## src/hw/rtl/lgke_pkg.sv

```systemverilog
// Shared types and fixed-point constants of the Lorentz factor and kinetic energy block.
`timescale 1ns / 1ps

package lgke_pkg;

  // One particle as it enters the block.
  typedef struct packed {
    logic [15:0]        particle_index;
    logic signed [31:0] vel_x;
    logic signed [31:0] vel_y;
    logic signed [31:0] vel_z;
    logic signed [31:0] scale;
    logic [31:0]        rest_energy;
    logic [31:0]        weight;
    logic               is_last;
  } lgke_in_t;

  // One result as it leaves the block.
  typedef struct packed {
    logic [15:0]        index_out;
    logic signed [31:0] new_vel_x;
    logic signed [31:0] new_vel_y;
    logic signed [31:0] new_vel_z;
    logic [31:0]        gamma;
    logic [62:0]        weighted_ke;
    logic [62:0]        total_energy;
    logic               total_done;
  } lgke_out_t;

  // Request to the reciprocal square root unit.
  typedef struct packed {
    logic        start;
    logic [62:0] x;
  } rsq_req_t;

  // Response from the reciprocal square root unit.
  typedef struct packed {
    logic        done;
    logic [31:0] root;
  } rsq_rsp_t;

  // Fixed-point constants.
  localparam logic [31:0] ONE_Q22   = 32'd4194304;
  localparam logic [63:0] ONE_Q62   = 64'h4000_0000_0000_0000;
  localparam logic [63:0] CLAMP_Q62 = 64'd4611681406741369476;
  localparam logic [62:0] MAX63     = 63'h7FFF_FFFF_FFFF_FFFF;
  // 2^106 >> 64: starting partial remainder of the long division.
  localparam logic [63:0] DIV_INIT  = 64'h0000_0400_0000_0000;
  localparam int          DIV_STEPS  = 64;
  localparam int          SQRT_STEPS = 32;

endpackage

```

## src/hw/rtl/lgke_mul.sv

```systemverilog
// Shared 33x33 signed multiplier with a registered product.
`timescale 1ns / 1ps

module lgke_mul (
  input  logic               clk,
  input  logic signed [32:0] op_a,
  input  logic signed [32:0] op_b,
  output logic signed [65:0] prod_r
);

  // The product is available in the cycle after the operands are presented.
  always_ff @(posedge clk) begin
    prod_r <= op_a * op_b;
  end

endmodule

```

## src/hw/rtl/lgke_rsqrt.sv

```systemverilog
// Bit-serial reciprocal square root: long division of 2^106 by x, then integer square root.
`timescale 1ns / 1ps

module lgke_rsqrt (
  input  logic               clk,
  input  logic               rst_n,
  input  lgke_pkg::rsq_req_t req,
  output lgke_pkg::rsq_rsp_t rsp
);

  typedef enum logic [2:0] {
    RS_IDLE = 3'b001,
    RS_DIV  = 3'b010,
    RS_SQRT = 3'b100
  } rs_state_t;

  rs_state_t   state_r, state_nxt;
  logic [5:0]  cnt_r, cnt_nxt;
  logic [62:0] x_r, x_nxt;
  logic [63:0] rem_r, rem_nxt;
  logic [63:0] quo_r, quo_nxt;
  logic [31:0] root_r, root_nxt;
  logic        done_r, done_nxt;
  logic [63:0] opa, opb;
  logic [64:0] diff;
  logic        borrow;

  // Operands of the single shared subtractor.
  always_comb begin
    opa = '0;
    opb = '0;
    unique case (state_r)
      RS_DIV: begin
        opa = {rem_r[62:0], 1'b0};
        opb = {1'b0, x_r};
      end
      RS_SQRT: begin
        opa = {rem_r[61:0], quo_r[63:62]};
        opb = {30'd0, root_r, 2'b01};
      end
      default: begin
        opa = '0;
        opb = '0;
      end
    endcase
  end

  assign diff   = {1'b0, opa} - {1'b0, opb};
  assign borrow = diff[64];

  // Sequencer: one quotient bit or one root bit per cycle.
  always_comb begin
    state_nxt = state_r;
    cnt_nxt   = cnt_r;
    x_nxt     = x_r;
    rem_nxt   = rem_r;
    quo_nxt   = quo_r;
    root_nxt  = root_r;
    done_nxt  = 1'b0;
    unique case (state_r)
      RS_IDLE: begin
        if (req.start) begin
          x_nxt     = req.x;
          rem_nxt   = lgke_pkg::DIV_INIT;
          quo_nxt   = '0;
          cnt_nxt   = '0;
          state_nxt = RS_DIV;
        end
      end
      RS_DIV: begin
        rem_nxt = borrow ? opa : diff[63:0];
        quo_nxt = {quo_r[62:0], ~borrow};
        cnt_nxt = cnt_r + 6'd1;
        if (cnt_r == 6'(lgke_pkg::DIV_STEPS - 1)) begin
          rem_nxt   = '0;
          root_nxt  = '0;
          cnt_nxt   = '0;
          state_nxt = RS_SQRT;
        end
      end
      RS_SQRT: begin
        rem_nxt  = borrow ? opa : diff[63:0];
        quo_nxt  = {quo_r[61:0], 2'b00};
        root_nxt = {root_r[30:0], ~borrow};
        cnt_nxt  = cnt_r + 6'd1;
        if (cnt_r == 6'(lgke_pkg::SQRT_STEPS - 1)) begin
          done_nxt  = 1'b1;
          state_nxt = RS_IDLE;
        end
      end
      default: begin
        state_nxt = RS_IDLE;
      end
    endcase
  end

  // Control registers.
  always_ff @(posedge clk) begin
    if (!rst_n) begin
      state_r <= RS_IDLE;
      done_r  <= 1'b0;
    end else begin
      state_r <= state_nxt;
      done_r  <= done_nxt;
    end
  end

  // Datapath registers.
  always_ff @(posedge clk) begin
    cnt_r  <= cnt_nxt;
    x_r    <= x_nxt;
    rem_r  <= rem_nxt;
    quo_r  <= quo_nxt;
    root_r <= root_nxt;
  end

  assign rsp.done = done_r;
  assign rsp.root = root_r;

endmodule

```

## src/hw/rtl/lorentz_gamma_kinetic_energy.sv

```systemverilog
// Top level: Lorentz factor and weighted relativistic kinetic energy per particle.
`timescale 1ns / 1ps

// Usage
// Input channel in_valid/in_ready/in_data carries one particle per transfer; the
// result channel out_valid/out_ready/out_data carries one result per particle.
// The block works on one particle at a time. in_ready is high only while the
// sequencer is idle. An accepted particle goes through nine products on one
// shared 33x33 multiplier (an issue state and a take state each), a prep state
// that starts the root unit, the root unit itself (a 64-step long division and
// a 32-step square root on one shared subtractor, then a registered done that
// hands the root over) and the load into the output register. Most of the time
// goes to the one-bit-per-cycle divide and square root. The next particle is
// taken the cycle after the load.
// When the receiver stalls, the finished result waits in the output register
// and the block keeps accepting and computing the next particle; that one then
// waits for the output register to free up before it is loaded.
// A synchronous active-low reset returns the sequencer to idle, empties the
// output register and clears the running energy total. The total also clears
// after a result marked last is loaded.
module lorentz_gamma_kinetic_energy (
  input  logic                clk,
  input  logic                rst_n,
  input  logic                in_valid,
  output logic                in_ready,
  input  lgke_pkg::lgke_in_t  in_data,
  output logic                out_valid,
  input  logic                out_ready,
  output lgke_pkg::lgke_out_t out_data
);

  typedef enum logic [5:0] {
    ST_IDLE  = 6'b000001,
    ST_ISSUE = 6'b000010,
    ST_TAKE  = 6'b000100,
    ST_PREP  = 6'b001000,
    ST_RSQRT = 6'b010000,
    ST_TOT   = 6'b100000
  } state_t;

  typedef enum logic [3:0] {
    OP_VX  = 4'd0,
    OP_VY  = 4'd1,
    OP_VZ  = 4'd2,
    OP_SQX = 4'd3,
    OP_SQY = 4'd4,
    OP_SQZ = 4'd5,
    OP_ERE = 4'd6,
    OP_ALO = 4'd7,
    OP_AHI = 4'd8
  } op_t;

  state_t              state_r, state_nxt;
  op_t                 op_r, op_nxt;
  lgke_pkg::lgke_in_t  in_r, in_nxt;
  lgke_pkg::lgke_out_t out_r, out_nxt;
  logic                out_valid_r, out_valid_nxt;
  logic [62:0]         sum_r, sum_nxt;
  logic [31:0]         vx_r, vx_nxt, vy_r, vy_nxt, vz_r, vz_nxt;
  logic [63:0]         b2_r, b2_nxt;
  logic [31:0]         gamma_r, gamma_nxt;
  logic [63:0]         a_r, a_nxt;
  logic [95:0]         acc_r, acc_nxt;
  logic [62:0]         ke_r, ke_nxt;
  logic signed [32:0]  mul_a, mul_b;
  logic signed [65:0]  prod;
  logic [95:0]         ke_sum;
  logic [63:0]         b2_clamped, x_full;
  logic [63:0]         tot_full;
  logic [62:0]         total;
  logic                load;
  lgke_pkg::rsq_req_t  rsq_req;
  lgke_pkg::rsq_rsp_t  rsq_rsp;

  // Round half up by 2^24 and saturate to Q1.31.
  function automatic logic [31:0] round_sat(input logic [65:0] p);
    logic [63:0] t;
    logic [39:0] q;
    t = p[63:0] + 64'd8388608;
    q = t[63:24];
    if (q[39:31] == {9{q[39]}}) begin
      return q[31:0];
    end else if (q[39]) begin
      return 32'h8000_0000;
    end else begin
      return 32'h7FFF_FFFF;
    end
  endfunction

  lgke_mul u_mul (
    .clk    (clk),
    .op_a   (mul_a),
    .op_b   (mul_b),
    .prod_r (prod)
  );

  lgke_rsqrt u_rsqrt (
    .clk   (clk),
    .rst_n (rst_n),
    .req   (rsq_req),
    .rsp   (rsq_rsp)
  );

  // Multiplier operand selection by operation.
  always_comb begin
    unique case (op_r)
      OP_VX: begin
        mul_a = {in_r.vel_x[31], in_r.vel_x};
        mul_b = {in_r.scale[31], in_r.scale};
      end
      OP_VY: begin
        mul_a = {in_r.vel_y[31], in_r.vel_y};
        mul_b = {in_r.scale[31], in_r.scale};
      end
      OP_VZ: begin
        mul_a = {in_r.vel_z[31], in_r.vel_z};
        mul_b = {in_r.scale[31], in_r.scale};
      end
      OP_SQX: begin
        mul_a = {vx_r[31], vx_r};
        mul_b = {vx_r[31], vx_r};
      end
      OP_SQY: begin
        mul_a = {vy_r[31], vy_r};
        mul_b = {vy_r[31], vy_r};
      end
      OP_SQZ: begin
        mul_a = {vz_r[31], vz_r};
        mul_b = {vz_r[31], vz_r};
      end
      OP_ERE: begin
        mul_a = {1'b0, gamma_r - lgke_pkg::ONE_Q22};
        mul_b = {1'b0, in_r.rest_energy};
      end
      OP_ALO: begin
        mul_a = {1'b0, a_r[31:0]};
        mul_b = {1'b0, in_r.weight};
      end
      OP_AHI: begin
        mul_a = {1'b0, a_r[63:32]};
        mul_b = {1'b0, in_r.weight};
      end
      default: begin
        mul_a = '0;
        mul_b = '0;
      end
    endcase
  end

  // Clamp beta squared and form one minus beta squared for the root unit.
  assign b2_clamped    = (b2_r > lgke_pkg::CLAMP_Q62) ? lgke_pkg::CLAMP_Q62 : b2_r;
  assign x_full        = lgke_pkg::ONE_Q62 - b2_clamped;
  assign rsq_req.start = (state_r == ST_PREP);
  assign rsq_req.x     = x_full[62:0];

  // Weighted energy: low and high partial products summed, then shifted down by 38.
  assign ke_sum = acc_r + {prod[63:0], 32'd0};

  // Saturating running total.
  assign tot_full = {1'b0, sum_r} + {1'b0, ke_r};
  assign total    = tot_full[63] ? lgke_pkg::MAX63 : tot_full[62:0];

  assign load = (state_r == ST_TOT) && (!out_valid_r || out_ready);

  // Sequencer.
  always_comb begin
    state_nxt     = state_r;
    op_nxt        = op_r;
    in_nxt        = in_r;
    out_nxt       = out_r;
    out_valid_nxt = out_valid_r;
    sum_nxt       = sum_r;
    vx_nxt        = vx_r;
    vy_nxt        = vy_r;
    vz_nxt        = vz_r;
    b2_nxt        = b2_r;
    gamma_nxt     = gamma_r;
    a_nxt         = a_r;
    acc_nxt       = acc_r;
    ke_nxt        = ke_r;

    // A taken result frees the output register.
    if (out_valid_r && out_ready) begin
      out_valid_nxt = 1'b0;
    end

    unique case (state_r)
      ST_IDLE: begin
        if (in_valid) begin
          in_nxt    = in_data;
          op_nxt    = OP_VX;
          state_nxt = ST_ISSUE;
        end
      end
      ST_ISSUE: begin
        state_nxt = ST_TAKE;
      end
      ST_TAKE: begin
        unique case (op_r)
          OP_VX:   vx_nxt  = round_sat(prod);
          OP_VY:   vy_nxt  = round_sat(prod);
          OP_VZ:   vz_nxt  = round_sat(prod);
          OP_SQX:  b2_nxt  = prod[63:0];
          OP_SQY:  b2_nxt  = b2_r + prod[63:0];
          OP_SQZ:  b2_nxt  = b2_r + prod[63:0];
          OP_ERE:  a_nxt   = prod[63:0];
          OP_ALO:  acc_nxt = {32'd0, prod[63:0]};
          OP_AHI:  ke_nxt  = {5'd0, ke_sum[95:38]};
          default: b2_nxt  = b2_r;
        endcase
        op_nxt = op_t'(op_r + 4'd1);
        priority if (op_r == OP_SQZ) begin
          state_nxt = ST_PREP;
        end else if (op_r == OP_AHI) begin
          state_nxt = ST_TOT;
        end else begin
          state_nxt = ST_ISSUE;
        end
      end
      ST_PREP: begin
        state_nxt = ST_RSQRT;
      end
      ST_RSQRT: begin
        if (rsq_rsp.done) begin
          gamma_nxt = rsq_rsp.root;
          op_nxt    = OP_ERE;
          state_nxt = ST_ISSUE;
        end
      end
      ST_TOT: begin
        if (load) begin
          out_nxt.index_out    = in_r.particle_index;
          out_nxt.new_vel_x    = vx_r;
          out_nxt.new_vel_y    = vy_r;
          out_nxt.new_vel_z    = vz_r;
          out_nxt.gamma        = gamma_r;
          out_nxt.weighted_ke  = ke_r;
          out_nxt.total_energy = total;
          out_nxt.total_done   = in_r.is_last;
          out_valid_nxt        = 1'b1;
          sum_nxt              = in_r.is_last ? '0 : total;
          state_nxt            = ST_IDLE;
        end
      end
      default: begin
        state_nxt = ST_IDLE;
      end
    endcase
  end

  // Control registers and the running total.
  always_ff @(posedge clk) begin
    if (!rst_n) begin
      state_r     <= ST_IDLE;
      out_valid_r <= 1'b0;
      sum_r       <= '0;
    end else begin
      state_r     <= state_nxt;
      out_valid_r <= out_valid_nxt;
      sum_r       <= sum_nxt;
    end
  end

  // Payload registers.
  always_ff @(posedge clk) begin
    op_r    <= op_nxt;
    in_r    <= in_nxt;
    out_r   <= out_nxt;
    vx_r    <= vx_nxt;
    vy_r    <= vy_nxt;
    vz_r    <= vz_nxt;
    b2_r    <= b2_nxt;
    gamma_r <= gamma_nxt;
    a_r     <= a_nxt;
    acc_r   <= acc_nxt;
    ke_r    <= ke_nxt;
  end

  assign in_ready  = (state_r == ST_IDLE);
  assign out_valid = out_valid_r;
  assign out_data  = out_r;

  // A last particle leaves the running total cleared.
  ap_sum_clear: assert property (@(posedge clk) disable iff (!rst_n)
    (load && in_r.is_last) |=> (sum_r == '0))
    else $error("running total not cleared after last particle");

  // Otherwise the running total carries the reported total forward.
  ap_sum_carry: assert property (@(posedge clk) disable iff (!rst_n)
    (load && !in_r.is_last) |=> (sum_r == out_r.total_energy))
    else $error("running total differs from reported total");

  // The root unit only finishes while the sequencer waits for it.
  ap_rsqrt_wait: assert property (@(posedge clk) disable iff (!rst_n)
    rsq_rsp.done |-> (state_r == ST_RSQRT))
    else $error("root unit finished outside its wait state");

  // Gamma is never below one.
  ap_gamma_floor: assert property (@(posedge clk) disable iff (!rst_n)
    rsq_rsp.done |-> (rsq_rsp.root[31:22] != 10'd0))
    else $error("gamma below one");

  // A transfer in starts the sequence with the first velocity product.
  ap_start_seq: assert property (@(posedge clk) disable iff (!rst_n)
    (in_valid && in_ready) |=> (state_r == ST_ISSUE && op_r == OP_VX))
    else $error("sequence did not start after transfer in");

endmodule

```

## config.mk

```make
export PLATFORM = sky130hd
export DESIGN_NAME = lorentz_gamma_kinetic_energy
export DESIGN_NICKNAME = d
export VERILOG_FILES = /design/src/hw/rtl/lgke_pkg.sv /design/src/hw/rtl/lgke_mul.sv /design/src/hw/rtl/lgke_rsqrt.sv /design/src/hw/rtl/lorentz_gamma_kinetic_energy.sv
export SDC_FILE = /design/constraint.sdc
export NUM_CORES = 2
export LEC_CHECK = 0
export BUFFER_PORTS_ARGS = -buffer_cell sky130_fd_sc_hd__buf_2
export CAP_MARGIN = 15
export CORE_MARGIN = 5
export CORE_UTILIZATION = 30
export CTS_BUF_LIST = sky130_fd_sc_hd__clkbuf_8
export CTS_CLUSTER_SIZE = 40
export DETAILED_ROUTE_END_ITERATION = 8
export SLEW_MARGIN = 20
export SYNTH_ARGS = -nofsm -noshare
export SYNTH_HDL_FRONTEND = slang
export SYNTH_SLANG_ARGS = --single-unit
```

## constraint.sdc

```tcl
create_clock -name clk -period 30.9 [get_ports clk]
set_input_delay 3.09 -clock clk [delete_from_list [all_inputs] [get_ports clk]]
set_output_delay 3.09 -clock clk [all_outputs]
set_load 0.02 [all_outputs]
```

==> reports/results.ini <==
[floorplanning]
io_pins=486
die_h_um=568.5
core_sq_mm=0.3114
rows=205
die_w_um=568.5
initial_core_util_pct=30.05
die_area_sq_mm=0.3232

[sta]
setup_violations=0
max_slew_margin_pct=7.016
grt_setup_unrepaired=no
worstMarginPinSlew_ps=1395
max_freq_ghz=0.08480
period_needed_ps=11790
worst_clock_skew_ps=128.5
hold_slack_ps=416.3
finalCritPeriodShare_pct=38.16
drv_slew=0
finalHoldViolations=0
tns_ps=0

[yosys]
synth-seq-cells=1191
async_flop_share_pct=0
synth-main-ff-cell=edfxtp_1
yosysTopAreaCellShare_pct=33.79
synth_area_sq_mm=0.09358
seq_area_frac_synth_pct=36.74
synth_area_leaders=edfxtp_1 (34%), fa_1 (24%), ha_1 (5.8%), nand2_1 (4.9%), inv_1 (4.5%)
synth_top_cell_by_area=edfxtp_1
syn_avg_cell_area_sq_um=10.64
synth_edf_count=1053
syn-instance-count=8797
yosys.cell_types.count=93
ys_warn_count=0

[placed_design]
numPortBuffers=480
dp_hpwl_um=266000
globalplace.congestion=0.9924

[run]
cap_violations=0

[critical_path]
start_kind=flop
arrival_ps=12650
required_ps=31760
path_buf_inv=7
endpoint_kind=flop
crit_path_frequent_cell=fa_1
crit_fanout=22
slowest_stage=a222oi_1
cp_top_family=adder cells
crit_path_max_incr_delay_ps=1110
path_class=reg2reg

[drt]
viasPerCell=5.220
firstDrtPassIters=9
routed_wl_um=350300
drcViolationCount=5
detail_route.wl_per_cell_um=25.90
num_vias=70585
drtIter0Drc=7742
ant_nets=0

[clocking]
h-tree-depth=4
hold_buffers=0
clk_latency_ps=1010
cts_tree=built
root_buffer=clkbuf_8
max-clock-path-buffers=4
post_cts_resize_count=0
cts_sinks=1191
cts_setup_buffers=0
numCtsBuffers=207
cts.reportedPaths.clkPinSlew_ps=70

[finish]
syn_to_final_growth_pct=12.23
final_net_count=10986
drive_gt1_share_pct=10.90

[global_routing]
grt_overflow_total=0
grt_max_degree=187
grt_use_total_pct=21.06
antenna_found_initial=37
grt_first_pass_wirelength_um=497100
grt_pass1_vias=69910

[status]
outcome=complete, but fails checks
violations=design-rule violations

[min_path]
hp-class=reg2reg

logic make-up after synthesis:
logic type,Yosys count,share of synthesized area (%)
flip-flops,1191,36.74
other,1,0.004007
adder cells (fa/ha/maj),1563,29.95
AO/OA/AOI/OAI,1460,10.75
XOR/XNOR,391,3.659
buffers and inverters,1579,6.411
AND/OR/NAND/NOR,2576,12.10
multiplexers,36,0.3864
Yosys cell counts, types with 17 or more instances:
master    number
fa_1        1128
edfxtp_1    1053
inv_1       1118
a222oi_1      68
nand4_1       73
o211ai_1      20
nand2b_1      79
a31oi_1       37
or2_2         17
a221oi_1      29
and2_1        75
nand2_1     1212
dfxtp_1      138
ha_1         435
a21o_1       161
o21a_1        50
a22o_1       131
o21ai_0      192
buf_1         26
nand3_1      125
a221o_1       25
nor2b_1       76
a21oi_1      402
or3_1         29
and3_1        91
a211oi_1      42
clkbuf_1     396
nor4_1        25
o31ai_1       18
a22oi_1       98
o21bai_1      34
nor3_1        72
xnor2_1      234
mux2i_1       35
buf_2         27
nor2_1       648
xor2_1       157
a21boi_0      19
stage by stage:
stage	utilization, %	setup slack (ps)	instances	instance area (sq um)
3_5_place_dp	32.42	19550	13136	101000
4_1_cts	33.70	19450	13505	104900
6_report	33.73	19110	13522	105000
5_1_grt	33.72	18870	13515	105000
2_1_floorplan	-	19540	8801	93600
3_3_place_gp	32.41	19740	13135	100900
worst paths after layout:
path	to	slack (ps)	startpoint	depth (start not counted)
worst max-delay path	u_mul.prod_r[63]	19110	op_r[0]	33
worst min-delay path	out_data[256]	420	in_r[194]	0
worst max register to register	u_mul.prod_r[63]	19110	op_r[0]	33
worst min register to register	out_data[256]	420	in_r[194]	0
cells in the final DEF, fill, tap and decap left out, types with 68 or more instances in the layout:
| cell | synthesis | final |
|---|---|---|
| a22o_1 | 131 | 131 |
| nor2_1 | 648 | 635 |
| inv_1 | 1118 | 1177 |
| edfxtp_1 | 1053 | 1053 |
| nand2_1 | 1212 | 1205 |
| xnor2_1 | 234 | 233 |
| a22oi_1 | 98 | 98 |
| and3_1 | 91 | 91 |
| nor2b_1 | 76 | 76 |
| buf_4 | 8 | 173 |
| buf_2 | 27 | 481 |
| a21oi_1 | 402 | 401 |
| xor2_1 | 157 | 157 |
| a21o_1 | 161 | 161 |
| ha_1 | 435 | 435 |
| clkbuf_8 | 0 | 212 |
| nor3_1 | 72 | 72 |
| o21ai_0 | 192 | 192 |
| a222oi_1 | 68 | 68 |
| nand2b_1 | 79 | 76 |
| nand4_1 | 73 | 73 |
| nand3_1 | 125 | 123 |
| dfxtp_1 | 138 | 138 |
| fa_1 | 1128 | 1128 |
per-layer routing:
layer	part of all wire [%]	vias up	track usage, %	routed length, um
met2	44	3782	32.32	155100
met4	7.7	10	13.27	26810
met1	37	35351	25.67	128100
li1	-	30443	-	-
met3	11	999	6.704	40200
met5	0.019	-	0	68
flip-flops by register name, summed over array words and instances, names as in the netlist, 32 cells and up:
| signal | flops |
|---|---|
| ke_r | 58 |
| acc_r | 32 |
| u_mul.prod_r | 64 |
| u_rsqrt.quo_r | 64 |
| a_r | 64 |
| sum_r | 63 |
| u_rsqrt.rem_r | 63 |
| in_r | 209 |
| u_rsqrt.root_r | 32 |
| vx_r | 32 |
| vz_r | 32 |
| u_rsqrt.x_r | 63 |
| vy_r | 32 |
| gamma_r | 32 |
| b2_r | 64 |
| out_data | 266 |
layout make-up:
type | count | area, sq um
Inverter | 1120 | 4212
Antenna cell | 12 | 30.03
Sequential cell | 1191 | 34380
Clock buffer | 212 | 2918
Tap cell | 4140 | 5180
Clock inverter | 157 | 1065
Multi-Input combinational cell | 6031 | 53470
Fill cell | 31650 | 206400
Timing Repair Buffer | 659 | 3770
Power is left out: the tool's default activity adds up to more than one toggle a clock period on the data nets, which glitch-free logic cannot reach.
